[src/sv/ssp_pkg.sv]
package ssp_pkg;

    localparam int CMD_W    = 3;
    localparam int DATA_IN_W = 32;
    localparam int HB_W     = 3;
    localparam int HS_W     = 6;
    localparam int IN_W     = 48;
    localparam int OUT_W    = 56;
    localparam int CFG_W    = 7;
    localparam int SKIP_W   = 8;
    localparam int MIN_SIZE = 16;

    typedef enum logic [CMD_W-1:0] {
        CMD_INSERT     = 3'd0,
        CMD_ERASE      = 3'd1,
        CMD_GET        = 3'd2,
        CMD_WALK_BEGIN = 3'd3,
        CMD_WALK_NEXT  = 3'd4,
        CMD_CLEAR      = 3'd5
    } cmd_t;

    typedef enum logic [4:0] {
        S_SWEEP_INIT,
        S_IDLE,
        S_DISPATCH,
        S_FIND,
        S_POP_RD,
        S_POP_TAKE,
        S_FWD_RD,
        S_FWD_CHK,
        S_SKIP_SET,
        S_BWD_RD,
        S_BWD_CHK,
        S_CHK_RD,
        S_CHK,
        S_WALK_BEGIN,
        S_WALK_RD,
        S_WALK_CHK,
        S_SWEEP_CLR,
        S_RESEED,
        S_DONE
    } state_t;

    typedef enum logic [4:0] {
        OP_NONE,
        OP_LOAD,
        OP_INIT,
        OP_SWEEP,
        OP_RESEED,
        OP_FIND_STEP,
        OP_OPEN,
        OP_POP_RD,
        OP_POP_TAKE,
        OP_FWD_RD,
        OP_FWD_ADV,
        OP_FWD_HIT,
        OP_FWD_END,
        OP_SKIP_SET,
        OP_BWD_RD,
        OP_BWD_HIT,
        OP_CHK_RD,
        OP_ERASE,
        OP_GET,
        OP_WALK_START,
        OP_WALK_RD,
        OP_WALK_ADV,
        OP_WALK_YIELD,
        OP_EMIT
    } dp_op_t;

    typedef struct packed {
        cmd_t cmd;
        logic find_hit;
        logic find_end;
        logic can_open;
        logic fwd_end;
        logic bwd_end;
        logic skip_nz;
        logic handle_ok;
        logic walk_end;
        logic wrem_zero;
        logic live_zero;
        logic sweep_last;
        logic out_free;
    } dp_status_t;

endpackage

[src/sv/ssp_ctrl.sv]
module ssp_ctrl
    import ssp_pkg::*;
(
    input  logic       clk,
    input  logic       rst_n,
    input  logic       s_tvalid,
    input  logic       cfg_valid,
    input  dp_status_t st,
    output dp_op_t     op,
    output logic       s_tready,
    output logic       cfg_ready
);

    state_t state_reg, state_next;

    always_ff @(posedge clk or negedge rst_n)
    begin
        if (!rst_n)
        begin
            state_reg <= S_SWEEP_INIT;
        end
        else
        begin
            state_reg <= state_next;
        end
    end

    assign cfg_ready = (state_reg == S_IDLE);
    assign s_tready  = (state_reg == S_IDLE) && !cfg_valid;

    always_comb
    begin
        state_next = state_reg;
        op         = OP_NONE;
        case (state_reg)
            S_SWEEP_INIT:
            begin
                op = OP_SWEEP;
                if (st.sweep_last)
                begin
                    state_next = S_IDLE;
                end
            end
            S_IDLE:
            begin
                if (cfg_valid)
                begin
                    op         = OP_INIT;
                    state_next = S_SWEEP_INIT;
                end
                else if (s_tvalid)
                begin
                    op         = OP_LOAD;
                    state_next = S_DISPATCH;
                end
            end
            S_DISPATCH:
            begin
                case (st.cmd)
                    CMD_INSERT:     state_next = S_FIND;
                    CMD_ERASE:      state_next = S_CHK_RD;
                    CMD_GET:        state_next = S_CHK_RD;
                    CMD_WALK_BEGIN: state_next = S_WALK_BEGIN;
                    CMD_WALK_NEXT:  state_next = st.wrem_zero ? S_DONE : S_WALK_RD;
                    CMD_CLEAR:      state_next = S_SWEEP_CLR;
                    default:        state_next = S_DONE;
                endcase
            end
            S_FIND:
            begin
                if (st.find_hit)
                begin
                    op         = OP_POP_RD;
                    state_next = S_POP_TAKE;
                end
                else if (!st.find_end)
                begin
                    op = OP_FIND_STEP;
                end
                else if (st.can_open)
                begin
                    op         = OP_OPEN;
                    state_next = S_POP_RD;
                end
                else
                begin
                    state_next = S_DONE;
                end
            end
            S_POP_RD:
            begin
                op         = OP_POP_RD;
                state_next = S_POP_TAKE;
            end
            S_POP_TAKE:
            begin
                op         = OP_POP_TAKE;
                state_next = S_FWD_RD;
            end
            S_FWD_RD:
            begin
                if (st.fwd_end)
                begin
                    op         = OP_FWD_END;
                    state_next = S_SKIP_SET;
                end
                else
                begin
                    op         = OP_FWD_RD;
                    state_next = S_FWD_CHK;
                end
            end
            S_FWD_CHK:
            begin
                if (st.skip_nz)
                begin
                    op         = OP_FWD_HIT;
                    state_next = S_SKIP_SET;
                end
                else
                begin
                    op         = OP_FWD_ADV;
                    state_next = S_FWD_RD;
                end
            end
            S_SKIP_SET:
            begin
                op         = OP_SKIP_SET;
                state_next = S_BWD_RD;
            end
            S_BWD_RD:
            begin
                if (st.bwd_end)
                begin
                    state_next = S_DONE;
                end
                else
                begin
                    op         = OP_BWD_RD;
                    state_next = S_BWD_CHK;
                end
            end
            S_BWD_CHK:
            begin
                if (st.skip_nz)
                begin
                    op         = OP_BWD_HIT;
                    state_next = S_DONE;
                end
                else
                begin
                    state_next = S_BWD_RD;
                end
            end
            S_CHK_RD:
            begin
                if (st.handle_ok)
                begin
                    op         = OP_CHK_RD;
                    state_next = S_CHK;
                end
                else
                begin
                    state_next = S_DONE;
                end
            end
            S_CHK:
            begin
                if (!st.skip_nz)
                begin
                    state_next = S_DONE;
                end
                else if (st.cmd == CMD_GET)
                begin
                    op         = OP_GET;
                    state_next = S_DONE;
                end
                else
                begin
                    op         = OP_ERASE;
                    state_next = S_FWD_RD;
                end
            end
            S_WALK_BEGIN:
            begin
                op         = OP_WALK_START;
                state_next = st.live_zero ? S_DONE : S_WALK_RD;
            end
            S_WALK_RD:
            begin
                if (st.walk_end)
                begin
                    state_next = S_DONE;
                end
                else
                begin
                    op         = OP_WALK_RD;
                    state_next = S_WALK_CHK;
                end
            end
            S_WALK_CHK:
            begin
                if (!st.skip_nz)
                begin
                    op         = OP_WALK_ADV;
                    state_next = S_WALK_RD;
                end
                else
                begin
                    if (st.cmd == CMD_WALK_NEXT)
                    begin
                        op = OP_WALK_YIELD;
                    end
                    state_next = S_DONE;
                end
            end
            S_SWEEP_CLR:
            begin
                op = OP_SWEEP;
                if (st.sweep_last)
                begin
                    state_next = S_RESEED;
                end
            end
            S_RESEED:
            begin
                op         = OP_RESEED;
                state_next = S_DONE;
            end
            S_DONE:
            begin
                if (st.out_free)
                begin
                    op         = OP_EMIT;
                    state_next = S_IDLE;
                end
            end
            default:
            begin
                state_next = S_IDLE;
            end
        endcase
    end

endmodule

[config.mk]
export PLATFORM = sky130hd
export DESIGN_NAME = ssp_ctrl
export DESIGN_NICKNAME = d
export VERILOG_FILES = /design/src/sv/ssp_pkg.sv /design/src/sv/ssp_ctrl.sv
export SDC_FILE = /design/constraint.sdc
export NUM_CORES = 1
export LEC_CHECK = 0
export BUFFER_PORTS_ARGS = -buffer_cell sky130_fd_sc_hd__buf_2
export CAP_MARGIN = 20
export CORE_MARGIN = 4
export CORE_UTILIZATION = 35
export DETAILED_ROUTE_END_ITERATION = 8
export PLACE_DENSITY = 0.57
export RECOVER_POWER = 100
export SLEW_MARGIN = 25
export SYNTH_ARGS = -nofsm -noshare
export SYNTH_HDL_FRONTEND = slang
export SYNTH_SLANG_ARGS = --single-unit
[constraint.sdc]
create_clock -name clk -period 1.75 [get_ports clk]
set_clock_uncertainty 0.2 [all_clocks]
set_input_delay 0.175 -clock clk [delete_from_list [all_inputs] [get_ports clk]]
set_output_delay 0.175 -clock clk [all_outputs]
set_load 0.005 [all_outputs]
Yosys cells after proc, flatten, opt, wreduce, memory -nomap -nowiden:

Index checks and enable logic that the tools add are counted.

* equality and inequality tests: 28
* multiplexer cells: 38
* reduce and logical (&&, ||, !) cells: 7

Operators with widths (count)
* two-way mux 5 bit: 23
* case mux 5 bit (19 select lines): 1
* case mux 5 bit (17 select lines): 1
* equality test 5 x 4 -> 1 bit, second input constant: 8
* case mux 5 bit (5 select lines): 1
* equality test 5 x 3 -> 1 bit, second input constant: 4
* two-way mux 4 bit: 4
* equality test 5 bit, second input constant: 3
* two-way mux 3 bit: 4
* equality test 5 x 2 -> 1 bit, second input constant: 2
* equality test 3 x 2 -> 1 bit, second input constant: 2
* equality test 3 bit, second input constant: 2
* != test 2 bit, second input constant: 3
* != test 3 bit, second input constant: 2
* equality test 5 x 1 -> 1 bit, second input constant: 1
* logical NOT 5 bit: 1
* AND reduction 5 bit: 1
* two-way mux 2 bit: 2
* OR reduction 2 bit: 2
* equality test 3 x 1 -> 1 bit, second input constant: 1
* logical NOT 3 bit: 1
* two-way mux 1 bit: 2
* logical AND 1 bit: 1
* logical NOT 1 bit: 1

* register bits after elaboration: 5
* input bits: 19
* output and inout port bits: 7
* logic and storage cells: 74

Logic depth before layout (Yosys ltp):

Gate-level depths: netlist (run 1).

* word-level depth: 4
* depth in mapped cells: 7
* gate-level depth less buffers: 5

Least setup slack after synthesis (run 1):

OpenSTA, ideal clock, no wires.

* path kind: reg2reg
* from: register state_reg[2]
* to: register state_reg[0]
* setup time: 0.073 ns
* arrival: 1.553 ns
* required time: 1.477 ns
* path slack: -0.076 ns
* cell stages (with the launch flop): 6
* path buffers: 1
* clock period less this slack: 1.826 ns
* cell sequence: dfrtp_1 buf_6 mux4_2 a2111oi_2 a21oi_1 a21oi_2

* longest elaborated chain between the ends: 3
* elaborated cells between the ends (all ways): 26
* classes of those cells: eq/ne: 23; mux: 1; reduce/logical: 2

Ends and longest elaborated chain
* from (decl): RTL line ssp_ctrl.sv:14 `state_t state_reg, state_next;`
* from (signal assigned): RTL line ssp_ctrl.sv:24 `state_reg <= state_next;`
* equality test 5 x 2 -> 1 bit (tied with other cells): RTL line ssp_ctrl.sv:35 `case (state_reg)`
* != test 3 bit (no source line) or != test 2 bit (tied branches)
* AND reduction 5 bit (no source line)

Several ways; a longest one is shown, not always the timed one.
A chain may end at the register's enable or synchronous reset.

Worst setup path after layout (run 1):

* from: register state_reg[1]
* to: output port op[0]

* longest elaborated chain between the ends: 3
* elaborated cells between the ends (all ways): 20
* classes of those cells: eq/ne: 17; mux: 1; reduce/logical: 2

Ends and longest elaborated chain
* equality test 5 bit or logical NOT 5 bit (tied branches): RTL line ssp_ctrl.sv:35
* OR reduction 2 bit (no source line)
* case mux 5 bit (17 select lines) *: RTL line ssp_ctrl.sv:35
* to (decl): RTL line ssp_ctrl.sv:9 `output dp_op_t op,`

Every way passes the cells marked *; elsewhere a longest branch is shown, timed or not.

==> results.tsv, run 1 <==
metric	value	unit
failing checks	negative setup slack	
Synth Area in Simple Gates	38.7	%
Fin Setup TNS	-3.75	ns
critical path launch point type	flop	
Clock transition at path regs	0.05	ns
Core Region	0.00285	sq mm
Die ar.	0.00405	sq mm
GP Congestion	0.929	
endpoint arrival time on the critical path	1.78	ns
Post-synth EDFFs	0	
register area share after synthesis	11.5	%
post-synthesis adder-cell area fraction	0	%
Syn Nets	176	
Synth Area in XOR/XNOR	0	%
complex-gate fraction of the synthesized area	33.1	%
crit-path leading delay family	simple AND/OR/NAND/NOR gates	
critical path class	flop to output pin	
fin crit share	123	%
Mapped Cells	157	
die width	63.6	um
WP depth	7	
maximum vdd drop	0.801	mV
Inserted Diodes	0	
Crit. End Element	output pin	
Internal Power	0.00177	W
number of routed nets with antenna violations	0	
CP max stage cell	dfrtp_1	
Setup WS post-layout	-0.406	ns
port bufs	25	
fin. max-slew vios	0	
GRT Overall Usage	24.1	%
max_cap viols	0	
pwr dens	1660	mW/mm^2
TritonCTS clock tree	done	
FP Rows	19	
Routed WL	4900	um
synthesized area	0.00108	sq mm
#FFs+latches synth	5	
starting density of the core	38.0	%
crit path cell chain	buf_4 -> nand2_1 -> or3_4 -> a21oi_4 -> a2111oi_4 -> o211ai_1 -> buf_2	
WP buf/inv	2	
CTS buffer count	3	
CTS H-tree lvls	1	
crit path max fanout	7	
final setup violation count	12	
main combinational cell family by area after synthesis	simple AND/OR/NAND/NOR gates	
via count	1614	
Largest register FFs	5	
mean routed wirelength per cell	18.3	um
switching share of power	45.5	%
Residual DRC	0	
via-per-instance ratio	6.04	
Net Sw Power	0.00147	W
vias in the first global route	1616	
worst slew pin tran	0.338	ns
P&R area growth vs syn	79.7	%
Clock Latency Late Sink	0.25	ns
Root Driver	clkbuf_4	
Reg power frac	8.6	%
yosys warns	0	
Tot Pwr	0.00324	W
status	finished, violations left	
Crit path largest cell delay	0.40	ns
Leak Pwr	0.818	nW
Clock power frac	4.2	%
Post-synth ARST share	100	%
die height	63.6	um
initial antenna violation count	0	
combinational power share	87.2	%
slew margin rel.	77.5	%
Max Clk Rate	464	MHz
layout cell share with drive strength beyond 1	57.2	%
first-pass GRT wire length	7780	um
main flop type after synthesis	dfrtp_1	
pin count of the biggest net entering global routing	15	
crit path time final	2.16	ns
Sinks on Clock Net	5	
crit path from	state_reg[1]	
HPWL after detailed placement	3330	um
count of different cell masters after synthesis	48	
Worst Reg-to-Reg Cells	6	
endpoints failing hold	0	
unrepaired setup endpoints after global routing	true	
router iterations before antenna repair	4	
CTS max path bufs	2	
total global routing overflow	0	
Hold Path Class	primary input to asynchronous set/reset pin	
syn avg cell area	6.90	sq um
io pins	26	
post-synthesis mux area share	7.04	%
First DRT Iteration DRCs	192	
nets@finish	256	
RR Startpoint	state_reg[2]	
Critical Path RT	1.37	ns
==> metrics by stage <==
step	util, %	instances	hold WS (ns)	setup WS, ns	area (sq um)
after floorplan	-	157	-0.321	-0.0258	1100
after global placement	53.1	243	-0.207	-0.450	1520
after detailed placement	53.1	243	-0.206	-0.422	1520
after CTS	64.8	265	0.0750	-0.405	1850
after global routing	68.2	267	0.157	-0.477	1950
final	68.2	267	0.112	-0.406	1950
==> layout by cell type (no fill, tap or decap), types with 5 or more instances in the layout <==
cell type	count
buf_4	50
buf_2	23
nor2_1	15
a21oi_1	13
buf_6	12
nand2_1	7
inv_1	7
o21ai_0	5
nand2b_1	5
o211ai_1	5
nor3_1	5
==> area by class of cell <==
cell class / count / area (sq um)
tap: 31 / 38.8
timing repair buffer: 88 / 659
inverter: 7 / 26.3
multi-input combinational: 132 / 1070
sequential: 5 / 130
clock buffer: 4 / 26.3
fill: 238 / 906
==> worst reg2reg max path: cells and delay by family (launching register included) <==
kind / cells / cell delay [ns]
buf+inv: 2 / 0.25
flops: 1 / 0.41
mux: 1 / 0.53
compound gates: 3 / 0.62
==> synthesized netlist by cell type, types with 2 or more instances <==
cell type | instances | area share [%]
a21boi_0 | 2 | 1.4
nand4_1 | 4 | 2.3
a21oi_1 | 16 | 7.4
nand2_1 | 8 | 2.8
nor3b_1 | 2 | 1.4
nor2_1 | 17 | 5.9
mux2_2 | 3 | 3.1
nor2b_1 | 3 | 1.7
nor4_1 | 2 | 1.2
o21ai_0 | 8 | 3.7
buf_2 | 8 | 3.7
or2_2 | 3 | 1.7
o211ai_1 | 5 | 3.5
mux2i_1 | 2 | 1.8
buf_6 | 2 | 2.1
nand3b_1 | 3 | 2.1
or4_1 | 2 | 1.4
a211oi_1 | 3 | 2.1
dfrtp_1 | 5 | 12
a2111oi_0 | 2 | 1.6
nand3_1 | 4 | 1.8
nand2b_1 | 8 | 4.6
clkbuf_1 | 2 | 0.69
o22ai_1 | 5 | 2.9
inv_1 | 7 | 2.4
or3_1 | 4 | 2.3
nor3_1 | 6 | 2.8
==> power groups by stage <==
stage | Clock [W] | Combinational, W | Sequential (W)
after floorplan | 0 | 0.00120 | 0.000217
after global placement | 0 | 0.00199 | 0.000252
after detailed placement | 0 | 0.00199 | 0.000258
after CTS | 0.000138 | 0.00257 | 0.000267
after global routing | 0.000149 | 0.00300 | 0.000287
final | 0.000137 | 0.00282 | 0.000279
==> path summary, 6_finish.rpt <==
path	end	slack [ns]
max in group asynchronous	state_reg[3]	1.00
worst min register to register	state_reg[4]	0.58
worst max register to register	state_reg[0]	-0.33
worst min-delay path	state_reg[4]	0.11
min in group clk	state_reg[2]	0.13
worst max-delay path	op[0]	-0.41
==> metal layers <==
layer | track usage (%) | wire length (um) | vias up
li1 | - | - | 756
met1 | 30.3 | 1980 | 784
met2 | 42.2 | 2570 | 67
met3 | 2.13 | 280 | 7
met4 | 8.63 | 57 | 0
met5 | 0 | 0 | -
==> what timing repair did <==
item	in CTS	in global routing
buffers inserted	17	5
hold endpoints to repair	5	0
endpoints found under the setup margin	12	12
resized for setup	41	19
pin swaps	15	10
hold buffers	1	0
==> cell families after synthesis <==
family	after synthesis
AO/OA/AOI/OAI	53
flip-flops	5
multiplexers	6
AND/OR/NAND/NOR	73
buffers and inverters	20
(Power assumes the default switching activity.)
==> inputs of run 2 (changes only) <==
--- a/config.mk
+++ b/config.mk
@@ -10,7 +10,6 @@
 export CORE_MARGIN = 4
 export CORE_UTILIZATION = 35
 export DETAILED_ROUTE_END_ITERATION = 8
-export PLACE_DENSITY = 0.57
 export RECOVER_POWER = 100
 export SLEW_MARGIN = 25
 export SYNTH_ARGS = -nofsm -noshare
==> results.tsv, run 2 (synthesis results as in run 1) <==
metric	value	unit
total global routing overflow	0	
die height	63.6	um
maximum vdd drop	0.896	mV
Hold Path Class	primary input to asynchronous set/reset pin	
crit path cell chain	nand2b_1 -> or3_1 -> a21oi_4 -> a2111oi_4 -> o211ai_1 -> buf_2	
worst slew pin tran	0.303	ns
crit-path leading delay family	simple AND/OR/NAND/NOR gates	
post-route insts no fill	258	
First DRT Iteration DRCs	171	
CTS max path bufs	2	
Crit path largest cell delay	0.46	ns
WP buf/inv	1	
Sinks on Clock Net	5	
Reg power frac	8.2	%
Crit. End Element	output pin	
Core Region	0.00285	sq mm
Routed WL	4680	um
pin count of the biggest net entering global routing	14	
FP Rows	19	
endpoint arrival time on the critical path	1.83	ns
layout cell share with drive strength beyond 1	57.3	%
Cells after DPL	241	
Residual DRC	0	
failing checks	negative setup slack	
CTS H-tree lvls	1	
Inserted Diodes	0	
switching share of power	46.2	%
Placed Area	0.00149	sq mm
Critical Path RT	1.37	ns
slew margin rel.	79.8	%
unrepaired setup endpoints after global routing	true	
mean routed wirelength per cell	18.1	um
Max Clk Rate	453	MHz
crit path time final	2.21	ns
GP Congestion	0.935	
initial antenna violation count	0	
first-pass GRT wire length	7020	um
Net Sw Power	0.00146	W
starting density of the core	38.0	%
router iterations before antenna repair	4	
fin. max-slew vios	0	
final setup violation count	12	
Clock power frac	4.5	%
via-per-instance ratio	6.03	
critical path class	flop to output pin	
Clock transition at path regs	0.05	ns
CP max stage cell	dfrtp_2	
Leak Pwr	0.791	nW
die width	63.6	um
critical path launch point type	flop	
port bufs	25	
vias in the first global route	1519	
status	finished, violations left	
HPWL after detailed placement	3270	um
GRT Overall Usage	21.5	%
combinational power share	87.3	%
endpoints failing hold	0	
nets@finish	247	
io pins	26	
fin crit share	126	%
highest-count cells in the layout ignoring fill and taps	buf_4, buf_2, nor2_1	
P&R area growth vs syn	76.1	%
crit path max fanout	6	
pwr dens	1650	mW/mm^2
Die ar.	0.00405	sq mm
Setup WS post-layout	-0.458	ns
Tot Pwr	0.00315	W
CTS buffer count	3	
Internal Power	0.00170	W
most common cell after layout, fill and taps aside	buf_4	
Clock Latency Late Sink	0.25	ns
max_cap viols	0	
number of routed nets with antenna violations	0	
Largest register FFs	5	
TritonCTS clock tree	done	
Post-Layout Inst Area	0.00191	sq mm
Root Driver	clkbuf_4	
via count	1555	
[run 2: changes by cell type in the layout (fill, tap and decap cells not counted), sizes merged]
cell and change:
buf -9
[run 2: repair_timing]
item / in CTS / in global routing
hold endpoints to repair: 5 / 0
hold buffers: 1 / 0
resized for setup: 31 / 35
setup endpoints to repair: 12 / 12
buffers inserted: 6 / 7
pin swaps: 5 / 10
[run 2: final cells by class]
cell class	count	area (sq um)
inverters	7	26.3
clock buffers	4	26.3
well taps	31	38.8
flip-flops and latches	5	130
fillers	243	945
multi-input cells	132	1100
repair buffers	79	583
[run 2: metal layers]
layer  global-route usage, %  share of wire (%)  vias to the layer above
met5                       0                  0                        -
met2                    37.7                 51                       72
met4                    9.97                2.9                        0
met3                    3.20                6.9                       12
met1                    25.5                 40                      731
li1                        -                  -                      740
[run 2: power by group through the flow]
stage	logic (W)	registers, W	clock network [W]
5_1_grt	0.00293	0.000267	0.000160
3_5_place_dp	0.00193	0.000248	0
4_1_cts	0.00222	0.000258	0.000138
3_3_place_gp	0.00190	0.000246	0
2_1_floorplan	0.00120	0.000217	0
6_report	0.00275	0.000257	0.000142
[run 2: path summary, 6_finish.rpt]
path	from	to	slack (ns)	cells past startpoint
setup reg to reg	state_reg[2]	state_reg[2]	-0.34	8
hold reg to reg	state_reg[4]	state_reg[3]	0.56	2
min in group clk	st[2]	state_reg[3]	0.13	4
max in group asynchronous	rst_n	state_reg[1]	0.97	2
setup / recovery	state_reg[3]	op[0]	-0.46	6
hold / removal	rst_n	state_reg[0]	0.12	2
[run 2: metrics by stage]
| step | worst slack (ns) | setup TNS (ns) | utilization (%) | hold slack [ns] |
|---|---|---|---|---|
| after detailed placement | -0.337 | -2.03 | 52.1 | -0.204 |
| final | -0.458 | -3.40 | 66.9 | 0.118 |
| after floorplan | -0.0258 | -0.0803 | - | -0.321 |
| after global routing | -0.530 | -4.17 | 66.9 | 0.151 |
| after global placement | -0.288 | -1.72 | 52.1 | -0.206 |
| after CTS | -0.393 | -2.67 | 59.5 | 0.0677 |
